==> src/rtl/complex_moving_average_replicated_edges_assert.svh <==
// Assertion macros for the moving average block.
// Each macro expects clk and arst_n in scope.
`ifndef COMPLEX_MOVING_AVERAGE_REPLICATED_EDGES_ASSERT_SVH
`define COMPLEX_MOVING_AVERAGE_REPLICATED_EDGES_ASSERT_SVH
`ifndef SYNTHESIS
`define CMARE_ASSERT(lbl, prop, msg) \
	lbl: assert property (@(posedge clk) disable iff (!arst_n) prop) else $error(msg);
`define CMARE_NEVER(lbl, cond, msg) \
	lbl: assert property (@(posedge clk) disable iff (!arst_n) !(cond)) else $error(msg);
`else
`define CMARE_ASSERT(lbl, prop, msg)
`define CMARE_NEVER(lbl, cond, msg)
`endif
`endif

==> src/rtl/cmare_pkg.sv <==
package cmare_pkg;

	// position counters (samples_seen, outputs_given, pushes)
	localparam int CNT_W = 7;
	localparam int HW_W = 5;
	localparam int SCALE_W = 16;
	localparam int CFG_DATA_W = 16;

	typedef logic [0:0] cfg_idx_t;

	localparam cfg_idx_t REG_HALF_WIDTH = 1'b0;
	localparam cfg_idx_t REG_RECIP_SCALE = 1'b1;

	localparam logic [HW_W-1:0] HALF_WIDTH_RST = 5'd1;
	localparam logic [SCALE_W-1:0] RECIP_SCALE_RST = 16'd21845;

endpackage

==> src/rtl/complex_moving_average_replicated_edges.sv <==
// Channel   Dir  Handshake             Payload
// s_*       in   s_tvalid/s_tready     s_tdata {sample_im, sample_re}, s_tlast = line_end
// m_*       out  m_tvalid/m_tready     m_tdata {mean_im, mean_re}, m_tlast = line_done,
//                                      m_tuser = run_last
// cfg_*     in   cfg_valid/cfg_ready   cfg_index (0 half_width, 1 reciprocal_scale), cfg_data
//
// Steps: a sample that gives a result passes preset, multiply and deliver if it opens a line,
// and window read, running-sum update, multiply and deliver otherwise. Each of the h copies
// replayed at line end repeats update, multiply and deliver; without a result, no deliver.
// Reset: arst_n clears the sequencer, counters, sums and config; the window memory needs no clear.
// Stalls: a held result blocks only the next delivery; a new item is taken while the last result
// of the previous one waits. A config write is taken only between items and holds off the input.

module complex_moving_average_replicated_edges
	import cmare_pkg::*;
#(
	parameter int MAX_HALF = 31,
	parameter int SAMPLE_BITS = 16
) (
	input  logic clk,
	input  logic arst_n,

	input  logic s_tvalid,
	output logic s_tready,
	// [SAMPLE_BITS-1:0] sample_re, [2*SAMPLE_BITS-1:SAMPLE_BITS] sample_im, zero pad above
	input  logic [((2*SAMPLE_BITS+7)/8)*8-1:0] s_tdata,
	input  logic s_tlast,

	output logic m_tvalid,
	input  logic m_tready,
	// [SAMPLE_BITS-1:0] mean_re, [2*SAMPLE_BITS-1:SAMPLE_BITS] mean_im, zero pad above
	output logic [((2*SAMPLE_BITS+7)/8)*8-1:0] m_tdata,
	output logic m_tlast,
	// [0] run_last
	output logic m_tuser,

	input  logic cfg_valid,
	output logic cfg_ready,
	input  cfg_idx_t cfg_index,
	input  logic [CFG_DATA_W-1:0] cfg_data
);

	localparam int DEPTH = 2*MAX_HALF + 1;
	localparam int AW = $clog2(DEPTH);
	localparam int DIFF_W = CNT_W + 1;
	localparam int DATA_W = ((2*SAMPLE_BITS+7)/8)*8;
	localparam int SUM_W = SAMPLE_BITS + CNT_W;
	localparam int PROD_W = SUM_W + SCALE_W + 1;
	localparam int FIRST_W = SAMPLE_BITS + CNT_W + 1;
	localparam logic signed [PROD_W-1:0] ROUND_C = PROD_W'(2**(SCALE_W-1));
	localparam logic signed [PROD_W-1:0] SAT_HI = PROD_W'(2**(SAMPLE_BITS-1) - 1);
	localparam logic signed [PROD_W-1:0] SAT_LO = ~SAT_HI;

	// sequencer codes
	localparam logic [1:0] ST_IDLE = 2'd0;
	localparam logic [1:0] ST_PUSH = 2'd1;
	localparam logic [1:0] ST_EMIT = 2'd2;
	localparam logic [1:0] ST_OUT  = 2'd3;

	logic [1:0] state_q;

	// configuration
	logic [HW_W-1:0] half_width_q;
	logic [SCALE_W-1:0] recip_q;

	// window memory: one entry per pushed position, {im, re}
	logic [2*SAMPLE_BITS-1:0] win_mem [DEPTH];
	logic [2*SAMPLE_BITS-1:0] rd_data_q;
	logic [AW-1:0] wp_q;
	logic [AW-1:0] rd_addr;
	logic [DIFF_W-1:0] rd_diff;
	logic rd_en;

	// line state
	logic in_line_q;
	logic last_q;
	logic signed [SAMPLE_BITS-1:0] x_re_q, x_im_q;
	logic signed [SAMPLE_BITS-1:0] x0_re_q, x0_im_q;
	logic signed [SUM_W-1:0] sum_re_q, sum_im_q;
	logic [CNT_W-1:0] seen_q, given_q, pc_q, flush_q;

	// multiply stage
	logic signed [PROD_W-1:0] prod_re_s1, prod_im_s1;

	// output register
	logic m_tvalid_q;
	logic signed [SAMPLE_BITS-1:0] mean_re_q, mean_im_q;
	logic line_done_q, run_last_q;

	// derived control
	logic [CNT_W-1:0] h_eff, h_p1, two_h1, pending;
	logic s_accept, emit, out_free, out_load, step_done, flush_go;
	logic signed [SAMPLE_BITS-1:0] s_re, s_im, sub_re, sub_im, rd_re, rd_im;
	logic signed [FIRST_W-1:0] first_re, first_im;

	function automatic logic signed [SAMPLE_BITS-1:0] round_sat(
		input logic signed [PROD_W-1:0] p
	);
		logic signed [PROD_W-1:0] v;
		v = (p + ROUND_C) >>> SCALE_W;
		if (v > SAT_HI) begin
			v = SAT_HI;
		end else if (v < SAT_LO) begin
			v = SAT_LO;
		end
		return v[SAMPLE_BITS-1:0];
	endfunction

	// half width above MAX_HALF acts as MAX_HALF
	assign h_eff = (CNT_W'(half_width_q) > CNT_W'(MAX_HALF)) ? CNT_W'(MAX_HALF)
		: CNT_W'(half_width_q);
	assign h_p1 = h_eff + 1'b1;
	assign two_h1 = {h_eff[CNT_W-2:0], 1'b1};
	assign pending = seen_q - given_q;

	assign s_re = s_tdata[SAMPLE_BITS-1:0];
	assign s_im = s_tdata[2*SAMPLE_BITS-1:SAMPLE_BITS];
	assign rd_re = rd_data_q[SAMPLE_BITS-1:0];
	assign rd_im = rd_data_q[2*SAMPLE_BITS-1:SAMPLE_BITS];

	// first sample presets the window with h+1 copies of itself
	assign first_re = s_re * $signed({1'b0, h_p1});
	assign first_im = s_im * $signed({1'b0, h_p1});

	// take config only between items; a pending write goes ahead of the next item
	assign cfg_ready = (state_q == ST_IDLE);
	assign s_tready = (state_q == ST_IDLE) && !cfg_valid;
	assign s_accept = s_tvalid && s_tready;

	assign emit = (pending > h_eff);
	assign out_free = !m_tvalid_q || m_tready;
	assign out_load = (state_q == ST_OUT) && out_free;
	assign step_done = ((state_q == ST_EMIT) && !emit) || out_load;
	assign flush_go = step_done && (flush_q != '0);
	assign rd_en = (s_accept && in_line_q) || flush_go;

	// oldest entry of the window sits 2h+1 pushes behind the write pointer
	assign rd_diff = DIFF_W'(wp_q) - DIFF_W'(two_h1);
	assign rd_addr = rd_diff[DIFF_W-1] ? AW'(rd_diff + DIFF_W'(DEPTH)) : AW'(rd_diff);

	// Value dropped by this push: zero padding for the first h pushes of a line,
	// then the replicated first sample, then real entries from memory.
	always_comb begin
		priority if (pc_q < h_eff) begin
			sub_re = '0;
			sub_im = '0;
		end else if (pc_q < two_h1) begin
			sub_re = x0_re_q;
			sub_im = x0_im_q;
		end else begin
			sub_re = rd_re;
			sub_im = rd_im;
		end
	end

	// Reads and writes never share a cycle: reads happen on accept or step end,
	// the write only in the push state.
	always_ff @(posedge clk) begin
		if (rd_en) begin
			rd_data_q <= win_mem[rd_addr];
		end
		if (state_q == ST_PUSH) begin
			win_mem[wp_q] <= {x_im_q, x_re_q};
		end
	end

	always_ff @(posedge clk or negedge arst_n) begin
		if (!arst_n) begin
			half_width_q <= HALF_WIDTH_RST;
			recip_q <= RECIP_SCALE_RST;
		end else if (cfg_valid && cfg_ready) begin
			unique case (cfg_index)
				REG_HALF_WIDTH: begin
					half_width_q <= cfg_data[HW_W-1:0];
				end
				REG_RECIP_SCALE: begin
					recip_q <= cfg_data[SCALE_W-1:0];
				end
			endcase
		end
	end

	always_ff @(posedge clk) begin
		if (s_accept) begin
			x_re_q <= s_re;
			x_im_q <= s_im;
			last_q <= s_tlast;
			if (!in_line_q) begin
				x0_re_q <= s_re;
				x0_im_q <= s_im;
			end
		end
		if ((state_q == ST_EMIT) && emit) begin
			prod_re_s1 <= sum_re_q * $signed({1'b0, recip_q});
			prod_im_s1 <= sum_im_q * $signed({1'b0, recip_q});
		end
		if (out_load) begin
			mean_re_q <= round_sat(prod_re_s1);
			mean_im_q <= round_sat(prod_im_s1);
			run_last_q <= (flush_q == '0);
			line_done_q <= last_q && (flush_q == '0);
		end
	end

	always_ff @(posedge clk or negedge arst_n) begin
		if (!arst_n) begin
			state_q <= ST_IDLE;
			in_line_q <= 1'b0;
			sum_re_q <= '0;
			sum_im_q <= '0;
			seen_q <= '0;
			given_q <= '0;
			pc_q <= '0;
			flush_q <= '0;
			wp_q <= '0;
			m_tvalid_q <= 1'b0;
		end else begin
			// load a new result, or drop the one just taken
			if (out_load) begin
				m_tvalid_q <= 1'b1;
			end else if (m_tready) begin
				m_tvalid_q <= 1'b0;
			end
			unique case (state_q)
				ST_IDLE: begin
					if (s_accept) begin
						flush_q <= s_tlast ? h_eff : '0;
						if (in_line_q) begin
							state_q <= ST_PUSH;
						end else begin
							// preset the window and open the line
							sum_re_q <= SUM_W'(first_re);
							sum_im_q <= SUM_W'(first_im);
							seen_q <= CNT_W'(1);
							given_q <= '0;
							pc_q <= '0;
							in_line_q <= 1'b1;
							state_q <= ST_EMIT;
						end
					end
				end
				ST_PUSH: begin
					// add the newest, drop the oldest
					sum_re_q <= sum_re_q - SUM_W'(sub_re) + SUM_W'(x_re_q);
					sum_im_q <= sum_im_q - SUM_W'(sub_im) + SUM_W'(x_im_q);
					seen_q <= seen_q + 1'b1;
					if (pc_q != '1) begin
						pc_q <= pc_q + 1'b1;
					end
					wp_q <= (wp_q == AW'(DEPTH-1)) ? '0 : wp_q + 1'b1;
					state_q <= ST_EMIT;
				end
				ST_EMIT: begin
					if (emit) begin
						state_q <= ST_OUT;
					end
				end
				ST_OUT: begin
					// the line close below resets the count instead
					if (out_free && !(last_q && (flush_q == '0))) begin
						given_q <= given_q + 1'b1;
					end
				end
				default: begin
					state_q <= ST_IDLE;
				end
			endcase
			// step finished: replicate the last sample again or close the item
			if (step_done) begin
				if (flush_q != '0) begin
					flush_q <= flush_q - 1'b1;
					state_q <= ST_PUSH;
				end else begin
					state_q <= ST_IDLE;
					if (last_q) begin
						sum_re_q <= '0;
						sum_im_q <= '0;
						seen_q <= '0;
						given_q <= '0;
						pc_q <= '0;
						in_line_q <= 1'b0;
					end
				end
			end
		end
	end

	assign m_tvalid = m_tvalid_q;
	assign m_tdata = DATA_W'({mean_im_q, mean_re_q});
	assign m_tlast = line_done_q;
	assign m_tuser = run_last_q;

`include "complex_moving_average_replicated_edges_assert.svh"

	`CMARE_ASSERT(a_done_is_run_last, (m_tvalid && m_tlast) |-> m_tuser, "line end result not last of its item")
	`CMARE_ASSERT(a_idle_no_flush, (state_q == ST_IDLE) |-> (flush_q == '0), "flush count left at idle")
	`CMARE_NEVER(a_rd_wr_apart, rd_en && (state_q == ST_PUSH), "window read and write in one cycle")
	`CMARE_NEVER(a_out_no_overrun, out_load && m_tvalid_q && !m_tready, "output register overwritten")
	`CMARE_ASSERT(a_push_in_line, (state_q == ST_PUSH) |-> in_line_q, "push outside a line")

endmodule
==> config.mk <==
export PLATFORM = sky130hd
export DESIGN_NAME = complex_moving_average_replicated_edges
export DESIGN_NICKNAME = d
export VERILOG_FILES = /design/src/rtl/cmare_pkg.sv /design/src/rtl/complex_moving_average_replicated_edges.sv
export VERILOG_INCLUDE_DIRS = /design/src /design/src/rtl
export SDC_FILE = /design/constraint.sdc
export NUM_CORES = 2
export LEC_CHECK = 0
export BUFFER_PORTS_ARGS = -buffer_cell sky130_fd_sc_hd__buf_2
export CAP_MARGIN = 20
export CORE_MARGIN = 2
export CORE_UTILIZATION = 50
export CTS_CLUSTER_SIZE = 40
export DETAILED_ROUTE_END_ITERATION = 8
export PLACE_DENSITY = 0.65
export REMOVE_ABC_BUFFERS = 1
export SETUP_SLACK_MARGIN = 0.15
export SLEW_MARGIN = 20
export SYNTH_ARGS = -nofsm -noshare
export SYNTH_HDL_FRONTEND = slang
export SYNTH_SLANG_ARGS = --single-unit
==> constraint.sdc <==
create_clock -name clk -period 7.8 [get_ports clk]
set_input_delay 0.78 -clock clk [delete_from_list [all_inputs] [get_ports clk]]
set_output_delay 0.78 -clock clk [all_outputs]
set_load 0.05 [all_outputs]
Word level (Yosys, flattened, before mapping):

Memories as Yosys holds them, arrays and structs flattened. A register that Yosys moved wholly into a read port is not among the register bits.
Cells that the tools add are included.

* register bits after elaboration: 284
* memory bits (writable): 2016
* input port bits: 55
* output and inout bits: 37
* memories: 1

* $add $sub $neg: 15
* $mul: 4
* order comparisons: 7
* eq/ne operators: 7
* mux-type cells: 60
* bitwise operators: 2
* reductions and logical operators: 26

Memories
* win_mem: words 63, bits a word 32, read ports 1, clocked after memory_dff 1, write ports 1, line complex_moving_average_replicated_edges.sv:67 `logic [2*SAMPLE_BITS-1:0] win_mem [DEPTH];`

Operator list (count)
* 23-bit two-way mux: 10
* 7-bit two-way mux: 21
* 16-bit two-way mux: 6
* 23-bit one-hot mux with 2 select lines: 2
* 40-bit by 17-bit adder with 40-bit output (second input constant): 2
* 23-bit by 17-bit multiplier with 40-bit output: 2
* 24-bit by 16-bit > comparator with 1-bit output (second input constant): 2
* 24-bit by 16-bit < comparator with 1-bit output (second input constant): 2
* 23-bit by 16-bit adder with 23-bit output: 2
* 16-bit by 7-bit multiplier with 23-bit output: 2
* 23-bit by 16-bit subtractor with 23-bit output: 2
* 7-bit one-hot mux with 2 select lines: 3
* 7-bit by 1-bit adder with 7-bit output (second input constant): 3
* 6-bit by 1-bit adder with 6-bit output (second input constant): 2
* 6-bit two-way mux: 2
* 1-bit logical AND: 10
* 1-bit two-way mux: 10
* 2-bit two-way mux: 4
* 7-bit by 5-bit > comparator with 1-bit output: 1
* 7-bit logical NOT: 1
* 7-bit by 5-bit < comparator with 1-bit output: 1
* 7-bit by 6-bit < comparator with 1-bit output: 1
* 7-bit inequality test (second input constant): 1
* 7-bit nonzero test: 1
* other kinds (19): 28

Logic depth before layout (Yosys ltp):

* word-level depth: 9
* depth in mapped cells: 26
* mapped depth without buffers: 24

Worst setup path after synthesis:

OpenSTA, ideal clock, no wires.

* path kind: register -> register
* start point: register recip_q[2]
* end point: register prod_im_s1[38], data pin
* data arrival time: 6.840 ns
* data required time: 7.654 ns
* path slack: 0.815 ns
* cell stages (with the launch flop): 23
* period minus slack after synthesis: 6.985 ns
* path through: dfstp_2 > clkbuf_1 > clkbuf_1 > nand2_1 > fa_1 > inv_1 > fa_1 > inv_1 > fa_1 > inv_1 > fa_1 > fa_1 > fa_1 > ha_1 > or3_1 > o211ai_1 > a21oi_1 > o32a_1 > a221o_1 > a221o_1 > a41o_1 > o311a_1 > a21oi_1

* word-level cells in the longest chain between the ends: 1

Ends and longest elaborated chain
* start: declaration: line complex_moving_average_replicated_edges.sv:64 `logic [SCALE_W-1:0] recip_q;`
* start signal: assignment: line complex_moving_average_replicated_edges.sv:177 `recip_q <= cfg_data[SCALE_W-1:0];`
* 23-bit by 17-bit multiplier with 40-bit output: line complex_moving_average_replicated_edges.sv:195 `prod_im_s1 <= sum_im_q * $signed({1'b0, recip_q});`
* end signal: assignment: line complex_moving_average_replicated_edges.sv:195
* end: declaration: line complex_moving_average_replicated_edges.sv:83 `logic signed [PROD_W-1:0] prod_re_s1, prod_im_s1;`

Every way passes these cells.
A chain may end at the register's enable or synchronous reset.

Final worst setup path:

* start point: register recip_q[6]
* end point: register prod_re_s1[38], data pin

* word-level cells in the longest chain between the ends: 1

Ends and longest elaborated chain
* 23-bit by 17-bit multiplier with 40-bit output: line complex_moving_average_replicated_edges.sv:194 `prod_re_s1 <= sum_re_q * $signed({1'b0, recip_q});`
* end signal: assignment: line complex_moving_average_replicated_edges.sv:194
* end: declaration: line complex_moving_average_replicated_edges.sv:83

Every way passes these cells.

==> metrics.cfg <==
[run_status]
status = completed

[setup_path]
slowest_delay_ps = 790
r2r_slack_ps = 440
start_kind = register
r2r-end = prod_re_s1[38]$_DFFE_PP_
path_common_cell = fa_1
slowest_stage = dfstp_4
cp_max_fo = 22
worstPathRequired_ps = 8440
worstRegToRegCells = 22
crit_arrival_ps = 8000
reg2reg_from = recip_q[6]$_DFFE_PN1P_
path_class = register to register
cp_cell_sequence = buf_4, nand2_1, fa_1, inv_1, fa_1, fa_1, inv_1, fa_1, fa_1, inv_1, fa_1, ha_1, a2111o_1, a211oi_1, o21a_1, o31a_1, o41a_1, nor3_1, or3_1, a31o_2, a21oi_1, xnor2_1
endpoint_kind = register

[timing]
finClkSkew_ps = 115.2
relSlewSlack_pct = 7.539
worst_pin_slew_ps = 1370
grt_setup_unrepaired = false
fin_crit_ps = 7364
fmax_ghz = 0.1358
setup_viol = 0
slew_viol_final = 0
finalSetupTns_ps = 0
final_hold_viol_count = 0
timing.final.crit_share_pct = 94.41

[cells_and_area]
finish.net_count = 12690
drive_above_1_share_pct = 9.384
syn_to_final_growth_pct = 10.01

[min_path]
holdPathEnd = half_width_q[1]$_DFFE_PN0P_
hp-start = cfg_data[1]
min_path_cells = 2
hold_path.class = primary input to register

[synth]
ys_warn_count = 0
yosys-top-cells-area = edfxtp_1 (48%), fa_1 (13%), a221oi_1 (6.4%)
async_flop_share_pct = 4.561
synth.most_common_cell = edfxtp_1
synth_cell_types = 91
yosys.area.top_type = edfxtp_1
synth_edf_count = 2197
synth_top_area_share_pct = 48.00
syn_inst = 11530
ys.flop_type = edfxtp_1
synth.ff_latch_count = 2302
synthesis.area_sq_mm = 0.1374
yosys-top-cells-count = edfxtp_1 (2197), inv_1 (1339), a221oi_1 (1006), fa_1 (902), nand2_1 (892)
seq_area_frac_synth_pct = 49.92
postSynthAreaPerCell_sq_um = 11.92

[global_routing]
grt.overflow.total = 0
grt_pass1_vias = 100400
grt_pass1_wl_microns = 637700
track_usage_pct = 30.26
antenna_found_initial = 44
grt_max_degree = 230

[route]
wl_per_cell_microns = 28.35
route.detailed.drc = 0
vias = 100600
routed_wl_microns = 429900
firstDrtPassIters = 8
ant_nets = 0
viasPerCell = 6.634
drt-initial-drc-count = 13170

[clock_network]
clock-sinks = 2302
clk_latency_ps = 980
tritoncts = yes
clkTransAtPathRegs_ps = 70
cts-htree-levels = 4
cts_root_buf = clkbuf_16
clk_path_buf_depth = 4
cts_buffers = 243

[placement]
hpwl_microns = 270900
place.gp.congestion = 0.9063
io_buffers = 91

[floorplanning]
die_height_microns = 528.3
rows = 192
io_pins = 92
core_sq_mm = 0.2736
initial_utilization_pct = 50.23
dieArea_sq_mm = 0.2791
die_x_microns = 528.3

[flow_run]
cap_violations = 0

[layout by cell type (no fill, tap or decap), drive strengths merged, types with 24 or more instances in the layout]
cell / n
o21a: 28
xor2: 76
a211oi: 103
fa: 902
o211ai: 94
ha: 373
mux2i: 111
nor4: 51
o22ai: 439
nand2: 892
xnor2: 117
a221oi: 1006
o31ai: 24
buf: 481
o311ai: 26
mux2: 35
nand3: 141
o21ai: 282
and2: 346
nor3: 159
o221ai: 165
a21oi: 177
or3: 59
bufinv: 26
dfrtp: 96
a22oi: 86
mux4: 67
clkbuf: 310
inv: 1344
a222oi: 27
nor2b: 55
edfxtp: 2197
clkinv: 97
a221o: 87
a311oi: 25
a21o: 59
a31oi: 58
nor2: 660
[cell families after synthesis]
logic type | count (synthesis) | synth area share [%]
flip-flops | 2302 | 49.92
AO/OA/AOI/OAI | 2831 | 15.67
adder cells (fa/ha/maj) | 1275 | 16.53
multiplexers | 213 | 2.196
buffers and inverters | 2232 | 6.146
AND/OR/NAND/NOR | 2483 | 8.301
XOR/XNOR | 193 | 1.230
[layout make-up]
type / count / area, sq um
flip-flops and latches: 2302 / 68630
repair buffers: 482 / 3945
clock buffers: 310 / 6539
fillers: 22300 / 122400
multi-input cells: 6995 / 61160
inverters: 1340 / 5037
diodes: 16 / 40.04
well taps: 3589 / 4491
clock inverters: 133 / 1361
[metal layers]
metal,GRT usage [%],part of all wire [%]
met5,0,0.020
met4,13.68,4.7
met3,6.294,11
met2,47.26,46
met1,40.80,38
[worst max-delay path, delay by kind of cell (launching register included)]
family,cells,cell delay [ps]
compound gates,7,1900
xor+xnor,1,80
fa+ha+maj,7,3240
buf+inv,4,450
flops,1,790
simple gates,3,630
[worst max path at each step]
stage                                 startpoint                       end  depth (start not counted)  slack, ps
after floorplan              wp_q[0]$_DFFE_PN0P_   rd_data_q[13]$_DFFE_PP_                          6     -35820
after global placement    recip_q[2]$_DFFE_PN1P_  prod_im_s1[38]$_DFFE_PP_                         20        400
after detailed placement  recip_q[4]$_DFFE_PN1P_  prod_re_s1[38]$_DFFE_PP_                         22        290
after CTS                 recip_q[4]$_DFFE_PN1P_  prod_re_s1[38]$_DFFE_PP_                         22        210
after global routing      recip_q[6]$_DFFE_PN1P_  prod_re_s1[38]$_DFFE_PP_                         22        180
final                     recip_q[6]$_DFFE_PN1P_  prod_re_s1[38]$_DFFE_PP_                         22        440
[what timing repair did]
item                                    4_1_cts  5_1_grt
buffers inserted                              0        3
gates resized for setup                       0        5
endpoints found under the setup margin        0        4
hold endpoints to repair                     35        0
hold buffers                                  1        0
[through the flow]
step | instance area (sq um) | cells | util, % | setup slack (ps) | hold WS (ps)
finish | 151200 | 15170 | 55.26 | 435.7 | 147.1
global route | 151200 | 15160 | 55.25 | 182.7 | 143.2
CTS | 151100 | 15150 | 55.21 | 206.9 | 123.4
detailed placement | 143100 | 14700 | 52.32 | 285.1 | 500.7
global placement | 143000 | 14700 | 52.27 | 400.9 | 476.6
floorplan | 134000 | 10640 | - | -35820 | 460.5
[flip-flops by register name, indices dropped and copies added (netlist names), 16 cells and up]
register    count
recip_q        16
win_mem      2016
prod_re_s1     25
sum_im_q       23
mean_re_q      16
x_im_q         16
x0_re_q        16
x_re_q         16
rd_data_q      32
mean_im_q      16
x0_im_q        16
prod_im_s1     25
sum_re_q       23
Power is not shown: default switching activity piles up to over one toggle a cycle in this logic, so the estimate is an artifact.
